### config.mk
export PLATFORM = sky130hd
export DESIGN_NAME = subtractive_random_generator_flat
export DESIGN_NICKNAME = d
export VERILOG_FILES = /design/src/rtl/srg_pkg.sv /design/src/rtl/srg_in_if.sv /design/src/rtl/srg_out_if.sv /design/src/rtl/srg_alu.sv /design/src/rtl/srg_table.sv /design/src/rtl/subtractive_random_generator.sv /design/src/flat_wrapper.sv
export SDC_FILE = /design/constraint.sdc
export NUM_CORES = 2
export LEC_CHECK = 0
export BUFFER_PORTS_ARGS = -buffer_cell sky130_fd_sc_hd__buf_2
export CORE_MARGIN = 1
export CORE_UTILIZATION = 53
export CTS_CLUSTER_DIAMETER = 100
export CTS_CLUSTER_SIZE = 30
export DETAILED_ROUTE_END_ITERATION = 8
export GPL_ROUTABILITY_DRIVEN = 1
export GPL_TIMING_DRIVEN = 0
export HOLD_SLACK_MARGIN = 0.12
export PLACE_DENSITY_LB_ADDON = 0.15
export RECOVER_POWER = 25
export SLEW_MARGIN = 20
export SYNTH_ARGS = -nofsm -noshare
export SYNTH_HDL_FRONTEND = slang
export SYNTH_HIERARCHICAL = 1
export SYNTH_SLANG_ARGS = --single-unit
### constraint.sdc
create_clock -name clk -period 14.1 [get_ports clk]
set_clock_uncertainty 0.1 [all_clocks]
set_input_delay 0 -clock clk [delete_from_list [all_inputs] [get_ports clk]]
set_output_delay 0 -clock clk [all_outputs]
set_load 0.01 [all_outputs]
### src/rtl/srg_pkg.sv
package srg_pkg;

	localparam int unsigned VAL_W  = 30;
	localparam int unsigned SEED_W = 31;
	localparam int unsigned IDX_W  = 6;

	localparam int unsigned TAB_LEN = 55;

	localparam logic [VAL_W-1:0]  MOD_BIG     = 30'd1000000000;
	localparam logic [SEED_W-1:0] SEED_MIX    = 31'd161803398;
	localparam logic [IDX_W-1:0]  SCRAMBLE    = 6'd21;
	localparam logic [IDX_W-1:0]  TRAIL_START = 6'd31;
	localparam logic [IDX_W-1:0]  MIX_OFFSET  = 6'd30;
	localparam logic [IDX_W-1:0]  LAST_ADDR   = 6'(TAB_LEN - 1);

	typedef enum logic [2:0] {
		ST_IDLE,
		ST_SEED_ABS,
		ST_SEED_MOD,
		ST_FILL,
		ST_MIX,
		ST_MIX_END,
		ST_PREP,
		ST_DRAW
	} state_t;

	typedef struct packed {
		logic             re;
		logic [IDX_W-1:0] raddr_a;
		logic [IDX_W-1:0] raddr_b;
		logic             we;
		logic [IDX_W-1:0] waddr;
		logic [VAL_W-1:0] wdata;
	} ram_ctl_t;

endpackage

### src/rtl/srg_in_if.sv
interface srg_in_if;
	logic        valid;
	logic        ready;
	logic        req_type;
	logic [30:0] seed;

	modport source (output valid, output req_type, output seed, input ready);
	modport sink (input valid, input req_type, input seed, output ready);
endinterface

### src/rtl/srg_out_if.sv
interface srg_out_if;
	logic        valid;
	logic        ready;
	logic [29:0] value;

	modport source (output valid, output value, input ready);
	modport sink (input valid, input value, output ready);
endinterface

### src/rtl/srg_alu.sv
module srg_alu (
	input  logic [srg_pkg::SEED_W-1:0] a,
	input  logic [srg_pkg::VAL_W-1:0]  b,
	output logic [srg_pkg::VAL_W-1:0]  y
);

	logic [31:0] a_x;
	logic [31:0] b_x;
	logic [31:0] sum;

	// a - b, wrapped by one modulus when it would go negative
	always_comb begin
		a_x = {1'b0, a};
		b_x = {2'b00, b};
		if (a_x >= b_x) begin
			sum = a_x - b_x;
		end else begin
			sum = a_x + {2'b00, srg_pkg::MOD_BIG} - b_x;
		end
		y = sum[srg_pkg::VAL_W-1:0];
	end

endmodule

### src/rtl/srg_table.sv
module srg_table (
	input  logic                      clk,
	input  srg_pkg::ram_ctl_t         ctl,
	output logic [srg_pkg::VAL_W-1:0] rd_a,
	output logic [srg_pkg::VAL_W-1:0] rd_b
);

	logic [srg_pkg::VAL_W-1:0] mem [0:srg_pkg::TAB_LEN-1];

	always_ff @(posedge clk) begin
		if (ctl.we) begin
			mem[ctl.waddr] <= ctl.wdata;
		end
		if (ctl.re) begin
			rd_a <= mem[ctl.raddr_a];
			rd_b <= mem[ctl.raddr_b];
		end
	end

endmodule

### src/rtl/subtractive_random_generator.sv
// Subtractive random generator: each request transaction returns one draw in
// 0..999999999 (fraction = value * 1e-9). For a plain draw the accept cycle
// issues both table reads; then, once the result register is free or is
// being read out, the block subtracts, writes back and loads the result
// register. A seed request, and the first request after reset whatever its
// type, goes through the accept cycle, the seed fold, the table fill, the
// four mixing passes (one entry per cycle through the registered read port)
// and the draw start. The fill, mixing and draw arithmetic goes through one
// shared subtract-and-wrap unit and the 55-entry table has a single write
// port. The block takes no new request until its draw is done; a finished
// draw waits in the result register while the next request is accepted.
module subtractive_random_generator (
	input  logic     clk,
	input  logic     arst_n,
	srg_in_if.sink   req,
	srg_out_if.source rsp
);

	localparam logic [srg_pkg::IDX_W-1:0] TAB_LAST = srg_pkg::LAST_ADDR;

	srg_pkg::state_t state_q, state_d;

	logic                        seeded_q;
	logic [srg_pkg::IDX_W-1:0]   lead_q, trail_q;
	logic [srg_pkg::SEED_W-1:0]  seed_q, diff_q;
	logic [srg_pkg::VAL_W-1:0]   prev_q, cur_q;
	logic [srg_pkg::IDX_W-1:0]   faddr_q, cnt_q;
	logic [srg_pkg::IDX_W-1:0]   mix_i_q, mix_o_q;
	logic [1:0]                  pass_q;
	logic                        wr_v_s1;
	logic [srg_pkg::IDX_W-1:0]   wr_addr_s1;
	logic                        rsp_valid_q;
	logic [srg_pkg::VAL_W-1:0]   value_q;

	logic                        accept, need_seed, launch, draw_fire;
	logic [srg_pkg::IDX_W-1:0]   lead_nx, trail_nx;
	logic [srg_pkg::SEED_W-1:0]  alu_a;
	logic [srg_pkg::VAL_W-1:0]   alu_b, alu_y;
	logic [srg_pkg::VAL_W-1:0]   rd_a, rd_b;
	logic [srg_pkg::IDX_W:0]     faddr_sum;
	logic [srg_pkg::IDX_W-1:0]   faddr_nx;
	logic                        mix_last;
	srg_pkg::ram_ctl_t           ram_ctl;

	function automatic logic [srg_pkg::IDX_W-1:0] adv (input logic [srg_pkg::IDX_W-1:0] x);
		logic [srg_pkg::IDX_W-1:0] r;
		if (x >= srg_pkg::IDX_W'(srg_pkg::TAB_LEN)) begin
			r = srg_pkg::IDX_W'(1);
		end else begin
			r = x + srg_pkg::IDX_W'(1);
		end
		return r;
	endfunction

	srg_alu u_alu (
		.a (alu_a),
		.b (alu_b),
		.y (alu_y)
	);

	srg_table u_table (
		.clk  (clk),
		.ctl  (ram_ctl),
		.rd_a (rd_a),
		.rd_b (rd_b)
	);

	assign accept    = req.valid && req.ready;
	assign need_seed = req.req_type || !seeded_q;
	assign lead_nx   = adv(lead_q);
	assign trail_nx  = adv(trail_q);
	assign faddr_sum = {1'b0, faddr_q} + {1'b0, srg_pkg::SCRAMBLE};
	assign faddr_nx  = (faddr_sum >= (srg_pkg::IDX_W+1)'(srg_pkg::TAB_LEN)) ?
		srg_pkg::IDX_W'(faddr_sum - (srg_pkg::IDX_W+1)'(srg_pkg::TAB_LEN)) :
		faddr_sum[srg_pkg::IDX_W-1:0];
	assign mix_last  = (pass_q == 2'd3) && (mix_i_q == TAB_LAST);

	assign rsp.valid = rsp_valid_q;
	assign rsp.value = value_q;

	// next state
	always_comb begin
		state_d = state_q;
		unique case (state_q)
			srg_pkg::ST_IDLE: begin
				if (accept) begin
					state_d = need_seed ? srg_pkg::ST_SEED_ABS : srg_pkg::ST_DRAW;
				end
			end
			srg_pkg::ST_SEED_ABS: state_d = srg_pkg::ST_SEED_MOD;
			srg_pkg::ST_SEED_MOD: state_d = srg_pkg::ST_FILL;
			srg_pkg::ST_FILL: begin
				if (cnt_q == TAB_LAST) begin
					state_d = srg_pkg::ST_MIX;
				end
			end
			srg_pkg::ST_MIX: begin
				if (mix_last) begin
					state_d = srg_pkg::ST_MIX_END;
				end
			end
			srg_pkg::ST_MIX_END: state_d = srg_pkg::ST_PREP;
			srg_pkg::ST_PREP:    state_d = srg_pkg::ST_DRAW;
			srg_pkg::ST_DRAW: begin
				if (draw_fire) begin
					state_d = srg_pkg::ST_IDLE;
				end
			end
			default: state_d = srg_pkg::ST_IDLE;
		endcase
	end

	// outputs: handshake, table port, shared unit operands
	always_comb begin
		req.ready = 1'b0;
		launch    = 1'b0;
		draw_fire = 1'b0;
		alu_a     = {1'b0, rd_a};
		alu_b     = rd_b;
		ram_ctl   = '0;
		unique case (state_q)
			srg_pkg::ST_IDLE: begin
				req.ready = 1'b1;
				launch    = accept && !need_seed;
			end
			srg_pkg::ST_SEED_MOD: begin
				alu_a         = diff_q;
				alu_b         = srg_pkg::MOD_BIG;
				ram_ctl.we    = 1'b1;
				ram_ctl.waddr = TAB_LAST;
				ram_ctl.wdata = alu_y;
			end
			srg_pkg::ST_FILL: begin
				alu_a         = {1'b0, prev_q};
				alu_b         = cur_q;
				ram_ctl.we    = 1'b1;
				ram_ctl.waddr = faddr_q;
				ram_ctl.wdata = cur_q;
			end
			srg_pkg::ST_MIX: begin
				ram_ctl.re      = 1'b1;
				ram_ctl.raddr_a = mix_i_q;
				ram_ctl.raddr_b = mix_o_q;
			end
			srg_pkg::ST_PREP: begin
				launch = 1'b1;
			end
			srg_pkg::ST_DRAW: begin
				draw_fire = !rsp_valid_q || rsp.ready;
			end
			default: begin
			end
		endcase
		if (launch) begin
			ram_ctl.re      = 1'b1;
			ram_ctl.raddr_a = lead_nx - srg_pkg::IDX_W'(1);
			ram_ctl.raddr_b = trail_nx - srg_pkg::IDX_W'(1);
		end
		// mixing write-back comes in the cycle after its read
		if (wr_v_s1) begin
			ram_ctl.we    = 1'b1;
			ram_ctl.waddr = wr_addr_s1;
			ram_ctl.wdata = alu_y;
		end
		if (draw_fire) begin
			ram_ctl.we    = 1'b1;
			ram_ctl.waddr = lead_q - srg_pkg::IDX_W'(1);
			ram_ctl.wdata = alu_y;
		end
	end

	always_ff @(posedge clk or negedge arst_n) begin
		if (!arst_n) begin
			state_q     <= srg_pkg::ST_IDLE;
			seeded_q    <= 1'b0;
			lead_q      <= '0;
			trail_q     <= '0;
			cnt_q       <= '0;
			faddr_q     <= '0;
			mix_i_q     <= '0;
			mix_o_q     <= '0;
			pass_q      <= '0;
			wr_v_s1     <= 1'b0;
			rsp_valid_q <= 1'b0;
		end else begin
			state_q <= state_d;
			wr_v_s1 <= (state_q == srg_pkg::ST_MIX);
			if (state_q == srg_pkg::ST_SEED_MOD) begin
				cnt_q   <= srg_pkg::IDX_W'(1);
				faddr_q <= srg_pkg::SCRAMBLE - srg_pkg::IDX_W'(1);
				mix_i_q <= '0;
				mix_o_q <= srg_pkg::MIX_OFFSET + srg_pkg::IDX_W'(1);
				pass_q  <= '0;
			end
			if (state_q == srg_pkg::ST_FILL) begin
				cnt_q   <= cnt_q + srg_pkg::IDX_W'(1);
				faddr_q <= faddr_nx;
			end
			if (state_q == srg_pkg::ST_MIX) begin
				if (mix_i_q == TAB_LAST) begin
					mix_i_q <= '0;
					pass_q  <= pass_q + 2'd1;
				end else begin
					mix_i_q <= mix_i_q + srg_pkg::IDX_W'(1);
				end
				mix_o_q <= (mix_o_q == TAB_LAST) ? '0 : mix_o_q + srg_pkg::IDX_W'(1);
			end
			if (state_q == srg_pkg::ST_MIX_END) begin
				lead_q   <= '0;
				trail_q  <= srg_pkg::TRAIL_START;
				seeded_q <= 1'b1;
			end
			if (launch) begin
				lead_q  <= lead_nx;
				trail_q <= trail_nx;
			end
			if (draw_fire) begin
				rsp_valid_q <= 1'b1;
			end else if (rsp.ready) begin
				rsp_valid_q <= 1'b0;
			end
		end
	end

	// payload registers
	always_ff @(posedge clk) begin
		if (accept) begin
			seed_q <= req.seed;
		end
		if (state_q == srg_pkg::ST_SEED_ABS) begin
			diff_q <= (seed_q >= srg_pkg::SEED_MIX) ? seed_q - srg_pkg::SEED_MIX :
				srg_pkg::SEED_MIX - seed_q;
		end
		if (state_q == srg_pkg::ST_SEED_MOD) begin
			prev_q <= alu_y;
			cur_q  <= srg_pkg::VAL_W'(1);
		end
		if (state_q == srg_pkg::ST_FILL) begin
			prev_q <= cur_q;
			cur_q  <= alu_y;
		end
		if (state_q == srg_pkg::ST_MIX) begin
			wr_addr_s1 <= mix_i_q;
		end
		if (draw_fire) begin
			value_q <= alu_y;
		end
	end

`ifndef SYNTHESIS
	a_accept_leaves_idle: assert property (@(posedge clk) disable iff (!arst_n)
		accept |=> (state_q != srg_pkg::ST_IDLE))
		else $error("request accepted but sequencer stayed idle");

	a_mix_write_in_mix: assert property (@(posedge clk) disable iff (!arst_n)
		wr_v_s1 |-> (state_q == srg_pkg::ST_MIX || state_q == srg_pkg::ST_MIX_END))
		else $error("mixing write-back outside mixing");

	a_draw_seeded: assert property (@(posedge clk) disable iff (!arst_n)
		draw_fire |-> (seeded_q && lead_q >= 6'd1 && lead_q <= 6'd55
			&& trail_q >= 6'd1 && trail_q <= 6'd55))
		else $error("draw from unseeded table or index out of range");

	a_value_range: assert property (@(posedge clk) disable iff (!arst_n)
		rsp_valid_q |-> (value_q < srg_pkg::MOD_BIG))
		else $error("draw not below modulus");

	a_fill_ends_at_mix: assert property (@(posedge clk) disable iff (!arst_n)
		(state_q == srg_pkg::ST_FILL && cnt_q == TAB_LAST) |=>
			(state_q == srg_pkg::ST_MIX && pass_q == 2'd0 && mix_i_q == 6'd0))
		else $error("fill did not hand over to mixing");
`endif

endmodule
### src/flat_wrapper.sv
// flat-port wrapper written by rule: the top's interface ports become plain ports
module subtractive_random_generator_flat 
  (clk, arst_n, req_valid, req_req_type, req_seed, req_ready, rsp_valid, rsp_value, rsp_ready);
  srg_in_if req_i ();
  srg_out_if rsp_i ();
  input  logic clk;
  input  logic arst_n;
  input wire logic [$bits(req_i.valid)-1:0] req_valid;
  input wire logic [$bits(req_i.req_type)-1:0] req_req_type;
  input wire logic [$bits(req_i.seed)-1:0] req_seed;
  output wire logic [$bits(req_i.ready)-1:0] req_ready;
  output wire logic [$bits(rsp_i.valid)-1:0] rsp_valid;
  output wire logic [$bits(rsp_i.value)-1:0] rsp_value;
  input wire logic [$bits(rsp_i.ready)-1:0] rsp_ready;
  assign req_i.valid = req_valid;
  assign req_i.req_type = req_req_type;
  assign req_i.seed = req_seed;
  assign req_ready = req_i.ready;
  assign rsp_valid = rsp_i.valid;
  assign rsp_value = rsp_i.value;
  assign rsp_i.ready = rsp_ready;
  subtractive_random_generator u_core (.clk(clk), .arst_n(arst_n), .req(req_i), .rsp(rsp_i));
endmodule
Word-level counts from Yosys, hierarchy flattened
Memories as Yosys holds them, arrays and structs flattened. A register that Yosys moved wholly into a read port is not among the register bits.
Cells that the tools add are included.
W data, S select, Z words.
{ "totals": {"reg_bits": 202, "ram_bits": 1650, "inputBits": 36, "output_inout_bits": 32, "word_cells": 114, "n_memories": 1} }
{ "memory_table": {"columns": ["memory", "depth", "word_bits", "read_ports", "rd_clocked_by_memory_dff", "write_ports", "line_no", "rtl"], "rows": [
  ["u_core.u_table.mem", 55, 30, 2, 2, 1, "srg_table.sv:8", "logic [srg_pkg::VAL_W-1:0] mem [0:srg_pkg::TAB_LEN-1];"]
]} }
{ "classes": {"n_addsub": 16, "order_cmp": 5, "n_eq_ne": 15, "muxes": 46, "n_reduce_logical": 14} }
{ "ops": {"columns": ["operator", "count"], "rows": [
  ["$mux W30", 5],
  ["$mux W6", 17],
  ["$mux W37", 2],
  ["$pmux W37 S2", 1],
  ["$pmux W31 S2", 1],
  ["$pmux W30 S2", 1],
  ["$sub A30 B30 Y30", 2],
  ["$ge A31 B28 Y1 const B", 1],
  ["$ge A31 B30 Y1", 1],
  ["$mux W31", 1],
  ["$sub A28 B31 Y31 const A", 1],
  ["$sub A31 B28 Y31 const B", 1],
  ["$add A30 B30 Y30 const B", 1],
  ["$add A6 B1 Y6 const B", 5],
  ["$mux W13", 2],
  ["$pmux W3 S8", 1],
  ["$eq A6 B6 Y1 const B", 3],
  ["$sub A6 B1 Y6 const B", 3],
  ["$mux W3", 5],
  ["$eq A3 B3 Y1 const B", 4],
  ["$ge A6 B6 Y1 const B", 2],
  ["$ne A2 B1 Y1 const B", 4],
  ["$reduce_bool A2 Y1", 4],
  ["$add A6 B5 Y7 const B", 1],
  ["14 further kinds", 27]
]} }

Longest topological paths before layout
{ "depth": {"word_depth": 10, "ltp_mapped": 25, "mapped_depth_nobuf": 21} }

By module
The synthesis kept the hierarchy.
{ "by_module_without_submodules": {"columns": ["module", "instances", "cells_per_inst", "area_per_inst_um2", "seq_area_each_um2"], "rows": [
  ["srg_table", 1, 3900, 78378.9, 51349.2],
  ["subtractive_random_generator", 1, 1128, 11158.2, 5845.6],
  ["srg_alu", 1, 555, 3885.0, 0.0]
]} }

Least setup slack after synthesis
No wires, ideal clock.
{ "synth_path": {"path_kind": "reg-to-reg", "from": "register u_core.state_q[2]", "to": "memory u_core/u_table/mem[0][29] in the netlist's numbering (data pin)", "arrival_ns": 6.828, "slack_ns": 6.830, "stages_incl_launch_ff": 20, "path_buffers": 3, "path_cell_list": "dfrtp_1 > inv_2 > nand2_1 > inv_2 > clkbuf_1 > clkbuf_1 > clkbuf_1 > a21oi_1 > ha_1 > ha_1 > a21oi_1 > nor2b_1 > a221o_1 > a2111oi_4 > a21oi_2 > a311oi_2 > xor2_1 > mux2i_1 > xor2_1 > a22o_1"} }
{ "synth_lines": {"columns": ["element", "line_no", "rtl"], "rows": [
  ["from (decl)", "subtractive_random_generator.sv:21", "srg_pkg::state_t state_q, state_d;"],
  ["from (signal assigned)", "subtractive_random_generator.sv:174", "state_q <= srg_pkg::ST_IDLE;"],
  ["from (signal assigned)", "subtractive_random_generator.sv:186", "state_q <= state_d;"],
  ["to (decl)", "srg_table.sv:8", null]
]} }

==> run_results.csv <==
group,metric,value,unit
outcome,status,"complete, but fails checks",
outcome,violations,"DRC, capacitance limit, slew limit",
synth,synth_nets,5722,
clocking,path_clk_slew,0.12,ns
clocking,cts-root-buf,"clkbuf_16",
place,hpwl,256.6,mm
detailed_routing,top_layer_used,"met5",
synth,synth_compound_area_share,6.315,%
final_layout,final_common_cell,"edfxtp_1",
detailed_routing,vias,61455,
synth,synth.avg_cell_area,16.73,um2
clocking,cts_setup_buffers,0,
die,dieWidth,421.8,um
detailed_routing,wl_met2,149.9,mm
synth,ys_ff_latch,1912,
final_layout,fill_cells,13083,
die,rows,153,
synth,muxShareOfSynthArea,22.77,%
flow_run,maxCapViolations,34,
grt,grt_max_degree,59,
die,die_h,421.8,um
synth,synth_top_family_by_area,"multiplexers",
timing,period_needed,10.73,ns
setup_path,cp-end-kind,"register",
synth,synth-simple-area-share,4.504,%
die,dieArea,0.1779,mm2
timing,post-route-period-util,76.10,%
clocking,cts_inserted_buffers,75,
grt,grt_pass1_vias,57311,
synth,synthAdderAreaFrac,1.521,%
grt,gr-total-overflow,0,
final_layout,nets,6067,
detailed_routing,wire_per_inst,42.37,um
grt,grtUsageTotal,39.23,%
detailed_routing,viasPerCell,7.381,
synth,synth_area,0.09342,mm2
setup_path,crit_path_max_fanout,55,
die,core,0.1744,mm2
clocking,cts.path.max_buffers,3,
clocking,cts.sinks,1912,
setup_path,startpoint_type,"register",
detailed_routing,dr.pass1.iters,9,
synth,synth_xor_area_share,0.9563,%
timing,slew_headroom,-142.6,%
final_layout,area_delta_synth_final,9.675,%
timing,tns,0,ns
place,io_buffers,67,
synth,synth_warnings,6,
timing,rsz0062_at_grt,"false",
final_layout,most-common-layout-cells,"edfxtp_1, mux4_2, nand2_1, mux2i_1, clkbuf_1",
synth,seq_area_frac_synth,61.22,%
detailed_routing,wl,352.8,mm
detailed_routing,wl_met3,55.02,mm
clocking,cts_tree,"done",
timing,setup_viol,0,
hold_path,hold_path.class,"in2reg",
timing,hold_viol_final,0,
detailed_routing,drc,6,
clocking,htree_levels,3,
synth,synth_cells,5583,
synth,synth_edf_count,1868,
setup_path,cp.required,14.44,ns
detailed_routing,drtAntennaViolNets,0,
place,postPlaceCellArea,0.1003,mm2
grt,antenna_found_initial,38,
place,place_congestion,1.084,
synth,synth_cell_types,88,
setup_path,crit_arrival,11.07,ns
timing,slew_viol_final,648,
clocking,clkLatencyLatePin,0.77,ns
detailed_routing,wl_met1,125.4,mm
setup_path,crit_type,"reg2reg",
timing,fmax,93.19,MHz
final_layout,stdcell_area,0.1025,mm2
timing,worst_pin_slew,3.640,ns
synth,synth_flop_cell,"edfxtp_1",
synth,synthArstFlopShare,2.301,%
die,start_util,53.57,%
place,dpl_worst_slack,6.301,ns
grt,grt_pass1_wl,473.6,mm
timing,layout_setup_ws,3.370,ns
detailed_routing,drtIter0Drc,10819,
final_layout,drive_above_1_share,23.57,%
die,ios,68,
-- layer usage --
layer  track usage [%]  vias to the layer above
li1                  -                    23514
met1             53.10                    32122
met2             55.84                     5025
met3             14.21                      774
met4             20.26                       20
met5                 0                        -
-- path summary, 6_finish.rpt --
| check | to | cells past startpoint | slack [ns] | from |
|---|---|---|---|---|
| max in group asynchronous | u_core/cnt_q[0] | 4 | 11.26 | arst_n |
| worst min register to register | u_core/seeded_q | 1 | 0.40 | u_core/seeded_q |
| min in group asynchronous | u_core/lead_q[1] | 4 | 1.14 | arst_n |
| worst min-delay path | u_core/state_q[2] | 6 | 0.30 | req_req_type |
| worst max-delay path | u_core/u_table/mem[3][9] | 20 | 3.37 | u_core/state_q[2] |
| worst max register to register | u_core/u_table/mem[3][9] | 20 | 3.37 | u_core/state_q[2] |
-- repair_timing --
item / 4_1_cts / 5_1_grt
hold endpoints to repair: 121 / 0
gates resized for setup: 0 / 0
hold buffers: 71 / 0
-- final cells by class --
type                       instances  area [um2]  share of cell area (%)
sequential                      1912       57190                   55.82
buffer                           401        2092                   2.042
clock buffer                      84        1978                   1.931
inverter                         114       427.9                  0.4176
antenna                           54       135.1                  0.1319
tap                             2325        2909                   2.839
multi-input combinational       3156       34400                   33.57
timing repair buffer             268        3133                   3.058
clock inverter                    12       190.2                  0.1856
-- metrics by stage --
stage	cells	utilization, %	hold slack, ns
2_1_floorplan	5583	-	-0.3956
3_3_place_gp	7975	55.43	0.07665
3_5_place_dp	8105	57.48	0.07810
4_1_cts	8272	59.15	0.1843
5_1_grt	8308	58.73	0.3677
6_report	8326	58.75	0.3011
-- synth_stat cells, drive strengths merged, types with 88 or more instances --
| cell | count | share of area (%) |
|---|---|---|
| a21oi | 123 | 0.66 |
| buf | 224 | 1.5 |
| clkbuf | 177 | 0.71 |
| edfxtp | 1868 | 60 |
| ha | 88 | 1.2 |
| inv | 113 | 0.45 |
| mux2i | 317 | 3.4 |
| mux4 | 768 | 19 |
| nand2 | 372 | 1.5 |
| nor2 | 210 | 0.84 |
| o21ai | 203 | 1.1 |
| o22ai | 131 | 0.88 |
-- registers in the layout, indices dropped and copies added (netlist names) --
name and cells:
u_core/wr_addr_s1 6, u_core/pass_q 2, u_core/trail_q 6, u_core/cnt_q 6, u_core/wr_v_s1 1, u_core/rsp.value 30, u_core/faddr_q 6, u_core/u_table/rd_a 30
u_core/u_table/rd_b 30, u_core/seed_q 31, u_core/cur_q 30, u_core/state_q 3, u_core/seeded_q 1, u_core/lead_q 6, u_core/diff_q 31, u_core/mix_i_q 6
u_core/mix_o_q 6, u_core/u_table/mem 1650, u_core/prev_q 30, u_core/rsp.valid 1
-- worst max-delay path, stage by stage (launching register included) --
cell,delay [ns]
dfrtp_1,0.44
inv_1,0.18
nand2_1,0.31
clkinv_1,0.13
clkbuf_1,0.55
clkbuf_1,0.53
clkbuf_1,1.39
clkbuf_1,1.56
a21oi_1,0.47
ha_1,0.41
inv_1,0.07
fa_1,0.20
nand2_1,0.08
o31ai_1,0.83
o211a_1,0.35
o21ai_1,0.20
a21o_1,0.20
buf_2,0.18
clkbuf_1,0.30
o21ai_0,1.01
a22o_4,0.72
-- cell families (layout without fill, tap and decap cells) --
group | Yosys count | count (layout)
mux | 1156 | 1156
xor+xnor | 102 | 102
other cells | 0 | 54
fa+ha+maj | 105 | 105
simple gates | 909 | 909
buf+inv | 515 | 879
compound gates | 884 | 884
flops | 1912 | 1912
Power is not shown: default switching activity piles up to over one toggle a cycle in this logic, so the estimate is an artifact.
